## src/hw/rtl/ppgbd_pkg.sv

```systemverilog
// Shared types, constants and coefficient table for the PPG beat detector.
package ppgbd_pkg;

    localparam int HIST_DEPTH = 32;
    localparam int HIST_AW    = $clog2(HIST_DEPTH);
    localparam int NUM_COEF   = 12;
    localparam int TAP_W      = $clog2(NUM_COEF);
    localparam int COEF_W     = 13;

    // b-side address offset: wp - 22 + k == wp + (32 - 22) + k modulo the ring
    localparam logic [HIST_AW-1:0] PAIR_OFFSET = HIST_AW'(HIST_DEPTH - 22);
    localparam logic [TAP_W-1:0]   CENTER_TAP  = TAP_W'(NUM_COEF - 1);

    localparam logic [15:0] AMP_LOW_RST  = 16'd100;
    localparam logic [15:0] AMP_HIGH_RST = 16'd1000;

    typedef enum logic [0:0] {
        CFG_AMP_LOW  = 1'b0,
        CFG_AMP_HIGH = 1'b1
    } ppgbd_cfg_t;

    typedef enum logic [2:0] {
        S_IDLE,
        S_DC,
        S_AC,
        S_FIR,
        S_DRAIN,
        S_POST
    } ppgbd_state_t;

    // Q15 low-pass coefficients, outermost tap pair first, center tap last.
    function automatic logic [COEF_W-1:0] fir_coef(input logic [TAP_W-1:0] idx);
        logic [COEF_W-1:0] c;
        case (idx)
            4'd0:    c = 13'd172;
            4'd1:    c = 13'd321;
            4'd2:    c = 13'd579;
            4'd3:    c = 13'd927;
            4'd4:    c = 13'd1360;
            4'd5:    c = 13'd1858;
            4'd6:    c = 13'd2390;
            4'd7:    c = 13'd2916;
            4'd8:    c = 13'd3391;
            4'd9:    c = 13'd3768;
            4'd10:   c = 13'd4012;
            4'd11:   c = 13'd4096;
            default: c = '0;
        endcase
        return c;
    endfunction

endpackage

```

## src/hw/rtl/ppg_beat_detector.sv

```systemverilog
// PPG beat detector: DC removal, 23-tap FIR over a ring memory, zero-crossing beat flag.
// A new sample is accepted only after the previous result has been loaded for output;
// one multiplier walks the 11 tap pairs and the center tap, one per cycle, fed by
// the two read ports of the history memory.
// Reset (aresetn low, synchronous) clears control state, the DC accumulator and
// the history valid bits at once; no clearing pass, the block is ready next cycle.
module ppg_beat_detector
    import ppgbd_pkg::*;
(
    input  logic        aclk,
    input  logic        aresetn,
    // config write port
    input  logic        cfg_wr_en,
    input  logic [0:0]  cfg_addr,
    input  logic [15:0] cfg_wdata,
    // input stream
    input  logic        s_tvalid,
    output logic        s_tready,
    input  logic [15:0] s_tdata,   // [15:0] sample
    // result stream
    output logic        m_tvalid,
    input  logic        m_tready,
    output logic [39:0] m_tdata    // [0] beat, [16:1] filtered, [32:17] dc_level, [39:33] zero
);

    ppgbd_state_t state_reg, state_next;

    logic [15:0] amp_low_reg, amp_high_reg;

    logic        [15:0] sample_reg;
    logic signed [32:0] diff_reg;
    logic signed [31:0] acc_reg;
    logic        [15:0] dc_reg;
    logic [HIST_AW-1:0] wp_reg;

    // history memory with per-entry valid bits (unwritten entries read as zero)
    logic signed [15:0]   hist_mem [HIST_DEPTH];
    logic [HIST_DEPTH-1:0] hist_vld_reg;

    logic [TAP_W-1:0]   tap_cnt_reg;
    logic [HIST_AW-1:0] addr_a, addr_b;

    logic signed [15:0] rd_a_reg, rd_b_reg;
    logic               rd_a_vld_reg, rd_b_vld_reg, rd_b_use_reg;
    logic [COEF_W-1:0]  rd_coef_reg;
    logic               rd_vld_reg;

    logic signed [15:0] pair;
    logic signed [29:0] prod_reg;
    logic               prod_vld_reg;
    logic signed [33:0] z_reg;

    logic signed [15:0] cur_val_reg, cycle_max_reg, cycle_min_reg;
    logic               in_pos_reg, in_neg_reg;

    logic               m_tvalid_reg;
    logic [39:0]        m_tdata_reg;

    logic               in_accept, out_free, post_go;
    logic        [15:0] dc_now, ac_now;
    logic signed [15:0] cur, cmax_next, cmin_next;
    logic               rise, fall, in_pos_next, in_neg_next, beat;
    logic signed [16:0] amp_diff;

    // ---------------- next state ----------------
    always_comb begin
        state_next = state_reg;
        case (state_reg)
            S_IDLE:  if (s_tvalid) state_next = S_DC;
            S_DC:    state_next = S_AC;
            S_AC:    state_next = S_FIR;
            S_FIR:   if (tap_cnt_reg == CENTER_TAP) state_next = S_DRAIN;
            S_DRAIN: if (!rd_vld_reg && !prod_vld_reg) state_next = S_POST;
            S_POST:  if (out_free) state_next = S_IDLE;
            default: state_next = S_IDLE;
        endcase
    end

    // ---------------- control outputs ----------------
    always_comb begin
        s_tready  = (state_reg == S_IDLE);
        in_accept = s_tvalid && s_tready;
        out_free  = !m_tvalid_reg || m_tready;
        post_go   = (state_reg == S_POST) && out_free;
    end

    assign m_tvalid = m_tvalid_reg;
    assign m_tdata  = m_tdata_reg;

    // ---------------- datapath logic ----------------
    assign dc_now = acc_reg[30:15];
    assign ac_now = sample_reg - dc_now;
    assign addr_a = wp_reg - HIST_AW'(tap_cnt_reg);
    assign addr_b = wp_reg + PAIR_OFFSET + HIST_AW'(tap_cnt_reg);

    always_comb begin
        logic signed [15:0] a_val, b_val;
        a_val = rd_a_vld_reg ? rd_a_reg : 16'sd0;
        b_val = (rd_b_vld_reg && rd_b_use_reg) ? rd_b_reg : 16'sd0;
        pair  = a_val + b_val;
    end

    always_comb begin
        cur      = z_reg[30:15];
        rise     = cur_val_reg[15] && !cur[15];
        fall     = !cur_val_reg[15] && (cur_val_reg != 16'sd0) &&
                   (cur[15] || cur == 16'sd0);
        amp_diff = 17'(cycle_max_reg) - 17'(cycle_min_reg);
        beat     = rise &&
                   ($signed({amp_diff[16], amp_diff}) > $signed({2'b00, amp_low_reg})) &&
                   ($signed({amp_diff[16], amp_diff}) < $signed({2'b00, amp_high_reg}));

        in_pos_next = rise ? 1'b1 : (fall ? 1'b0 : in_pos_reg);
        in_neg_next = rise ? 1'b0 : (fall ? 1'b1 : in_neg_reg);

        cmax_next = rise ? 16'sd0 : cycle_max_reg;
        if (in_pos_next && cur > cur_val_reg) begin
            cmax_next = cur;
        end
        cmin_next = fall ? 16'sd0 : cycle_min_reg;
        if (in_neg_next && cur < cur_val_reg) begin
            cmin_next = cur;
        end
    end

    // ---------------- history memory ----------------
    always_ff @(posedge aclk) begin
        if (state_reg == S_AC) begin
            hist_mem[wp_reg] <= ac_now;
        end
        rd_a_reg <= hist_mem[addr_a];
        rd_b_reg <= hist_mem[addr_b];
    end

    // ---------------- registers with reset ----------------
    always_ff @(posedge aclk) begin
        if (!aresetn) begin
            state_reg     <= S_IDLE;
            amp_low_reg   <= AMP_LOW_RST;
            amp_high_reg  <= AMP_HIGH_RST;
            acc_reg       <= '0;
            wp_reg        <= '0;
            hist_vld_reg  <= '0;
            tap_cnt_reg   <= '0;
            rd_vld_reg    <= 1'b0;
            rd_a_vld_reg  <= 1'b0;
            rd_b_vld_reg  <= 1'b0;
            prod_vld_reg  <= 1'b0;
            cur_val_reg   <= '0;
            cycle_max_reg <= '0;
            cycle_min_reg <= '0;
            in_pos_reg    <= 1'b0;
            in_neg_reg    <= 1'b0;
            m_tvalid_reg  <= 1'b0;
        end else begin
            state_reg <= state_next;

            if (cfg_wr_en) begin
                case (cfg_addr)
                    CFG_AMP_LOW:  amp_low_reg  <= cfg_wdata;
                    CFG_AMP_HIGH: amp_high_reg <= cfg_wdata;
                    default: ;
                endcase
            end

            if (state_reg == S_DC) begin
                acc_reg <= acc_reg + 32'(diff_reg >>> 4);
            end

            if (state_reg == S_AC) begin
                hist_vld_reg[wp_reg] <= 1'b1;
                tap_cnt_reg          <= '0;
            end else if (state_reg == S_FIR) begin
                tap_cnt_reg <= tap_cnt_reg + TAP_W'(1);
            end

            rd_vld_reg   <= (state_reg == S_FIR);
            rd_a_vld_reg <= hist_vld_reg[addr_a];
            rd_b_vld_reg <= hist_vld_reg[addr_b];
            prod_vld_reg <= rd_vld_reg;

            if (post_go) begin
                wp_reg        <= wp_reg + HIST_AW'(1);
                cur_val_reg   <= cur;
                cycle_max_reg <= cmax_next;
                cycle_min_reg <= cmin_next;
                in_pos_reg    <= in_pos_next;
                in_neg_reg    <= in_neg_next;
            end

            if (post_go) begin
                m_tvalid_reg <= 1'b1;
            end else if (m_tready) begin
                m_tvalid_reg <= 1'b0;
            end
        end
    end

    // ---------------- payload registers ----------------
    always_ff @(posedge aclk) begin
        if (in_accept) begin
            sample_reg <= s_tdata;
            diff_reg   <= $signed({2'b00, s_tdata, 15'd0}) - 33'(acc_reg);
        end
        if (state_reg == S_AC) begin
            dc_reg <= dc_now;
            z_reg  <= '0;
        end else if (prod_vld_reg) begin
            z_reg <= z_reg + 34'(prod_reg);
        end
        if (state_reg == S_FIR) begin
            rd_coef_reg  <= fir_coef(tap_cnt_reg);
            rd_b_use_reg <= (tap_cnt_reg != CENTER_TAP);
        end
        if (rd_vld_reg) begin
            prod_reg <= 30'(pair) * 30'($signed({1'b0, rd_coef_reg}));
        end
        if (post_go) begin
            m_tdata_reg <= {7'd0, dc_reg, cur, beat};
        end
    end

`ifndef SYNTH
    // the tap walk stops at the center tap
    a_tap_range: assert property (@(posedge aclk) disable iff (!aresetn)
        (state_reg == S_FIR) |-> (tap_cnt_reg <= CENTER_TAP))
        else $error("tap counter past center tap");

    // a product is registered only from read data that was valid the cycle before
    a_prod_follows_read: assert property (@(posedge aclk) disable iff (!aresetn)
        prod_vld_reg |-> $past(rd_vld_reg))
        else $error("product without preceding read");

    // the ring pointer moves by one exactly when a result is loaded
    a_wp_advance: assert property (@(posedge aclk) disable iff (!aresetn)
        post_go |=> (wp_reg == $past(wp_reg) + HIST_AW'(1)))
        else $error("write pointer did not advance");

    // the filter sum is complete before the result is formed
    a_post_drained: assert property (@(posedge aclk) disable iff (!aresetn)
        (state_reg == S_POST) |-> (!rd_vld_reg && !prod_vld_reg))
        else $error("result formed with products in flight");

    // an accepted item yields a result item only after the full walk
    a_no_early_result: assert property (@(posedge aclk) disable iff (!aresetn)
        in_accept |=> !post_go)
        else $error("result loaded right after accept");
`endif

endmodule
```

## config.mk

```make
export PLATFORM = sky130hd
export DESIGN_NAME = ppg_beat_detector
export DESIGN_NICKNAME = d
export VERILOG_FILES = /design/src/hw/rtl/ppgbd_pkg.sv /design/src/hw/rtl/ppg_beat_detector.sv
export SDC_FILE = /design/constraint.sdc
export NUM_CORES = 2
export LEC_CHECK = 0
export ABC_AREA = 1
export BUFFER_PORTS_ARGS = -buffer_cell sky130_fd_sc_hd__buf_2
export CORE_ASPECT_RATIO = 1.2
export CORE_UTILIZATION = 50
export CTS_BUF_LIST = sky130_fd_sc_hd__clkbuf_4 sky130_fd_sc_hd__clkbuf_8
export CTS_CLUSTER_DIAMETER = 120
export CTS_CLUSTER_SIZE = 12
export DETAILED_ROUTE_END_ITERATION = 12
export PLACE_DENSITY_LB_ADDON = 0.25
export SETUP_SLACK_MARGIN = 0.3
export SYNTH_ARGS = -nofsm -noshare
export SYNTH_HDL_FRONTEND = slang
export SYNTH_SLANG_ARGS = --single-unit
```

## constraint.sdc

```tcl
create_clock -name aclk -period 13.2 [get_ports aclk]
set_clock_uncertainty 0.1 [all_clocks]
set_input_delay 1.32 -clock aclk [delete_from_list [all_inputs] [get_ports aclk]]
set_output_delay 1.32 -clock aclk [all_outputs]
set_load 0.05 [all_outputs]
```

Word-level counts from Yosys, hierarchy flattened
Memory sizes are Yosys's and may differ from the RTL's. A register that Yosys moved wholly into a read port is not among the register bits.
Cells that the tools add are included.
- bits of input ports: 38
- bits in writable memories: 512
- bits in registers: 326
- output and inout bits: 42
- ROM bits: 208
- memories: 2
- memories (name ; words ; width ; read ports ; clocked after Yosys merged registers in ; write ports ; line ; source):
    hist_mem ; 32 ; 16 ; 2 ; 2 ; 1 ; ppg_beat_detector.sv:37 ; logic signed [15:0] hist_mem [HIST_DEPTH];
    (name not given) ; 16 ; 13 ; 1 ; 1 ; 0 ; ppgbd_pkg.sv:34 ; case (idx)
- multipliers: 1
- eq/ne operators: 11
- multiplexer cells: 25
- bitwise gates (word level): 3
- add/sub/neg operators: 11
- reductions and logical operators: 31
- magnitude comparators: 8
- operator list (cell ; count):
    16-bit two-way mux ; 6
    34-bit by 30-bit adder with 34-bit output ; 1
    32-bit by 32-bit subtractor with 33-bit output ; 1
    32-bit by 29-bit adder with 32-bit output ; 1
    32-bit bitwise OR ; 1
    16-bit by 14-bit multiplier with 30-bit output ; 1
    5-bit by 6-bit < comparator with 1-bit output, second input constant ; 3
    3-bit case mux with 6 select lines ; 1
    17-bit > comparator ; 1
    17-bit < comparator ; 1
    16-bit by 16-bit subtractor with 17-bit output ; 1
    16-bit adder ; 1
    16-bit > comparator ; 1
    16-bit zero test ; 1
    16-bit < comparator ; 1
    16-bit nonzero test ; 1
    16-bit subtractor ; 1
    1-bit logical AND ; 12
    3-bit two-way mux ; 4
    1-bit two-way mux ; 11
    1-bit binary-select mux with 5-bit select ; 2
    2-bit inequality test, second input constant ; 4
    2-bit AND reduction ; 4
    3-bit by 2-bit == test with 1-bit output, second input constant ; 2
    18 further kinds ; 27

Longest topological paths before layout
- word-level depth: 8
- gate-level depth with buffers: 37

Least setup slack after synthesis
No wires, ideal clock.
- kind: register -> register
- start: reg rd_b_use_reg
- end: reg prod_reg[27], data pin
- data arrival time: 6.754 ns
- setup time: 0.252 ns
- path slack: 6.094 ns
- cell stages (with the launch flop): 36
- clock period less this slack: 7.106 ns
- data required time: 12.848 ns
- path through: edfxtp_1 nand2_1 clkbuf_1 nor2_1 ha_1 a21oi_2 nand2_1 nand2_1 nand2_2 or2_2 clkbuf_1 nand2_1 nor2_1 fa_1 inv_1 fa_1 inv_1 fa_1 inv_1 fa_1 inv_1 fa_1 inv_1 fa_1 inv_1 ha_1 nand2_1 nor2_1 nand2_1 nand2_1 nand2_1 nand3_1 a21o_1 nand2_1 nand3_1 nand2_1
- longest elaborated chain between the ends: 4
- RTL lines (element ; line ; source):
    from (decl) ; ppg_beat_detector.sv:44 ; logic rd_a_vld_reg, rd_b_vld_reg, rd_b_use_reg;
    from (signal assigned) ; ppg_beat_detector.sv:213 ; rd_b_use_reg <= (tap_cnt_reg != CENTER_TAP);
    1-bit logical AND ; ppg_beat_detector.sv:99 ; b_val = (rd_b_vld_reg && rd_b_use_reg) ? rd_b_reg : 16'sd0;
    16-bit two-way mux ; ppg_beat_detector.sv:99 ;
    16-bit adder ; ppg_beat_detector.sv:100 ; pair = a_val + b_val;
    16-bit by 14-bit multiplier with 30-bit output ; ppg_beat_detector.sv:216 ; prod_reg <= 30'(pair) * 30'($signed({1'b0, rd_coef_reg}));
    to (signal assigned) ; ppg_beat_detector.sv:216 ;
    to (decl) ; ppg_beat_detector.sv:49 ; logic signed [29:0] prod_reg;
No other way between the ends.
A chain may end at the register's enable or synchronous reset.

Worst setup path in the final report
- start: reg rd_b_use_reg
- end: reg prod_reg[18], data pin
The elaborated chain is that of the path after synthesis.

==> results.yml <==
status:
  status: "completed"
cts:
  post_cts_hold_buffer_count: 0
  root_buffer: "sky130_fd_sc_hd__clkbuf_8"
  tritoncts_buffers: 83
  cts.reportedPaths.clkPinSlew_ns: 0.10
  cts_max_path_buffers: 3
  post-cts-setup-buffer-count: 0
  cts_repair_resize_count: 0
  clk-insertion-delay-late_ns: 0.81
  tritoncts: "yes"
  cts.sink_count: 876
  h-tree-depth: 3
floorplan:
  fp.dieArea_um2: 105000
  chipHeight_um: 355
  core_um2: 103000
  die-width_um: 296
  start_util_pct: 50.4
  fp-row-count: 129
  floorplan.io_pins: 80
grt:
  antenna_violations_before_repair: 3
  wire_length_of_the_first_global_routing_pass_um: 227000
  grt_max_degree: 165
  globalRoute.totalOverflow: 0
  global_route_usage_over_all_layers_pct: 28.3
  grt_pass1_vias: 38800
synth:
  async_flop_share_pct: 0
  yosys.area.top_type_share_pct: 37.5
  synth.distinct_cells: 62
  share_of_synthesized_area_occupied_by_flip_flops_and_latches_pct: 46.2
  synth.yosys.warnings: 0
  postSynthCellCount: 5632
  syn_avg_cell_area_um2: 9.23
  syn-cell-area_um2: 52000
  synth_seq_cells: 876
  synth.largest_area_cell: "sky130_fd_sc_hd__edfxtp_1"
  synth_enable_flop_cells: 650
  ys_top_cells_by_area: "sky130_fd_sc_hd__edfxtp_1, sky130_fd_sc_hd__dfxtp_1, sky130_fd_sc_hd__nand2_1"
  synth_top_flop_cell: "sky130_fd_sc_hd__edfxtp_1"
routing:
  highest_layer: "met5"
  drtIter0Drc: 3149
  post_drt_wl_per_cell_um: 20.9
  drt-vias-per-instance: 5.58
  dr_wl_met2_um: 73500
  drc_errors: 0
  met1_length_um: 57000
  dr_wl_met3_um: 9210
  vias: 39600
  drt_first_pass_iters: 6
  drt.antenna.violating_nets: 0
  total_routed_length_um: 148000
place:
  hpwlAfterDp_um: 101000
  gp_routability_congestion: 0.936
  place.port_buffers: 72
sta:
  max_slew_margin_pct: 20.2
  slew_viols_final: 0
  report.final.setup_viol: 0
  achievable_clock_frequency_ghz: 0.123
  fin_tns_setup_ns: 0
  unrepaired_setup_endpoints_after_global_routing: "no"
  hold_viol: 0
  post-route-min-period_ns: 8.11
  fin_crit_sh_pct: 61.4
  tightestPinTransition_ns: 1.19
critical_path:
  critPathSlowestCell: "sky130_fd_sc_hd__xnor2_1"
  crit_path_max_fanout: 15
  cp_num_buf_inv: 5
  path_delay_family: "adder cells"
  worst_ep_arrival_time_ns: 8.54
  worst_setup_path_end_kind: "flop"
  startpoint_type: "flop"
  timing.critical_path.mode_cell: "sky130_fd_sc_hd__fa_1"
  slowest_delay_ns: 0.92
  worstPathRequired_ns: 13.63
  criticalPathCategory: "flop to flop"
final_layout:
  layout.cells.most_common_list: "sky130_fd_sc_hd__nand2_1, sky130_fd_sc_hd__inv_1, sky130_fd_sc_hd__edfxtp_1, sky130_fd_sc_hd__a21oi_1, sky130_fd_sc_hd__nor2_1"
  largest_register_ff_count: 512
  flow.area_growth_from_synthesis_pct: 7.16
  nets: 6165
  mostFrequentLayoutCell: "sky130_fd_sc_hd__nand2_1"
  area.sequential_um2: 24000
  multi_input_area_um2: 24600
  num-fill-cells: 9289
  fraction_of_final_layout_cells_with_drive_strength_greater_than_1_pct: 7.58
power:
  report.power.total_mw: 12.2
  irDropWorstVdd_mv: 0.144
  powerDensity_nw_per_um2: 218
  p_leak_nw: 24.4
run:
  maxCapViolations: 0
hold_path:
  hold_class: "flop to flop"
==> routing by layer <==
| metal | vias up | track usage, % |
|---|---|---|
| met5 | - | 0 |
| met2 | 1497 | 49.3 |
| met3 | 385 | 3.55 |
| met4 | 2 | 15.6 |
| met1 | 18800 | 33.9 |
| li1 | 18900 | - |
==> cell type report <==
cell class,instances,share of cell area (%)
Multi-Input combinational cell,3836,44.1
Sequential cell,876,43.2
Inverter,698,4.72
Tap cell,1375,3.09
Clock buffer,146,2.91
Timing Repair Buffer,159,1.89
Clock inverter,7,0.141
Antenna cell,2,0.00898
==> power by group <==
group / internal (mW) / switching, mW / leakage, nW
logic: 1.87 / 4.40 / 15.8
clock network: 0.777 / 0.970 / 0.920
registers: 3.95 / 0.191 / 7.72
==> stage by stage <==
stage | instances | util (%) | cell area [um^2] | setup slack (ns) | hold slack [ns]
after floorplan | 5638 | - | 52000 | 6.09 | 0.300
after global placement | 6944 | 52.4 | 54000 | 5.08 | 0.302
after detailed placement | 6944 | 52.4 | 54000 | 5.08 | 0.305
after CTS | 7097 | 54.0 | 55700 | 5.04 | 0.324
after global routing | 7099 | 54.0 | 55700 | 4.55 | 0.328
final | 7099 | 54.0 | 55700 | 5.09 | 0.322
==> synthesized netlist by cell type (38+ instances only) <==
library cell and number:
sky130_fd_sc_hd__o211ai_1 106, sky130_fd_sc_hd__inv_1 683, sky130_fd_sc_hd__fa_1 209, sky130_fd_sc_hd__mux2i_1 126, sky130_fd_sc_hd__nor3_1 72, sky130_fd_sc_hd__a21oi_1 468, sky130_fd_sc_hd__nand2_1 1157, sky130_fd_sc_hd__o21ai_0 381
sky130_fd_sc_hd__xnor2_1 38, sky130_fd_sc_hd__xor2_1 87, sky130_fd_sc_hd__clkbuf_1 127, sky130_fd_sc_hd__ha_1 264, sky130_fd_sc_hd__dfxtp_1 226, sky130_fd_sc_hd__edfxtp_1 650, sky130_fd_sc_hd__nand3_1 150, sky130_fd_sc_hd__nor2_1 482
sky130_fd_sc_hd__buf_2 65
==> logic make-up after synthesis <==
family,count (synthesis),share of synthesized area (%)
and+or+nand+nor,1968,15.3
AOI/OAI and AO/OA,1135,12.3
buffers and inverters,926,7.09
DFF,876,46.2
adders and majority gates,473,14.4
xor gates and xnor gates,127,2.17
muxes,126,2.43
other,1,0.00721
==> worst reg2reg max path, stage by stage (launching register included) <==
cell                       delay [ns]
sky130_fd_sc_hd__edfxtp_1        0.37
sky130_fd_sc_hd__nand2_1         0.36
sky130_fd_sc_hd__nor2_1          0.09
sky130_fd_sc_hd__ha_1            0.36
sky130_fd_sc_hd__a21oi_1         0.28
sky130_fd_sc_hd__o21ai_1         0.12
sky130_fd_sc_hd__a21oi_1         0.13
sky130_fd_sc_hd__nand2_1         0.10
sky130_fd_sc_hd__xnor2_1         0.92
sky130_fd_sc_hd__nor2_1          0.15
sky130_fd_sc_hd__fa_1            0.58
sky130_fd_sc_hd__inv_1           0.06
sky130_fd_sc_hd__fa_1            0.53
sky130_fd_sc_hd__inv_1           0.05
sky130_fd_sc_hd__fa_1            0.51
sky130_fd_sc_hd__fa_1            0.44
sky130_fd_sc_hd__fa_1            0.55
sky130_fd_sc_hd__inv_1           0.05
sky130_fd_sc_hd__fa_1            0.52
sky130_fd_sc_hd__inv_1           0.04
sky130_fd_sc_hd__ha_1            0.37
sky130_fd_sc_hd__nand2_1         0.10
sky130_fd_sc_hd__nor2_1          0.09
sky130_fd_sc_hd__inv_1           0.07
sky130_fd_sc_hd__nor3_1          0.35
sky130_fd_sc_hd__a21oi_1         0.20
sky130_fd_sc_hd__o21ai_0         0.23
sky130_fd_sc_hd__xor2_1          0.10
==> worst paths after layout <==
path                                   start      endpoint  slack [ns]  cells after the start
worst max-delay path            rd_b_use_reg  prod_reg[18]        5.09                     27
worst min-delay path               dc_reg[5]   m_tdata[22]        0.32                      0
worst max register to register  rd_b_use_reg  prod_reg[18]        5.09                     27
worst min register to register     dc_reg[5]   m_tdata[22]        0.32                      0
Note: power is estimated with default switching activity, not from simulation.
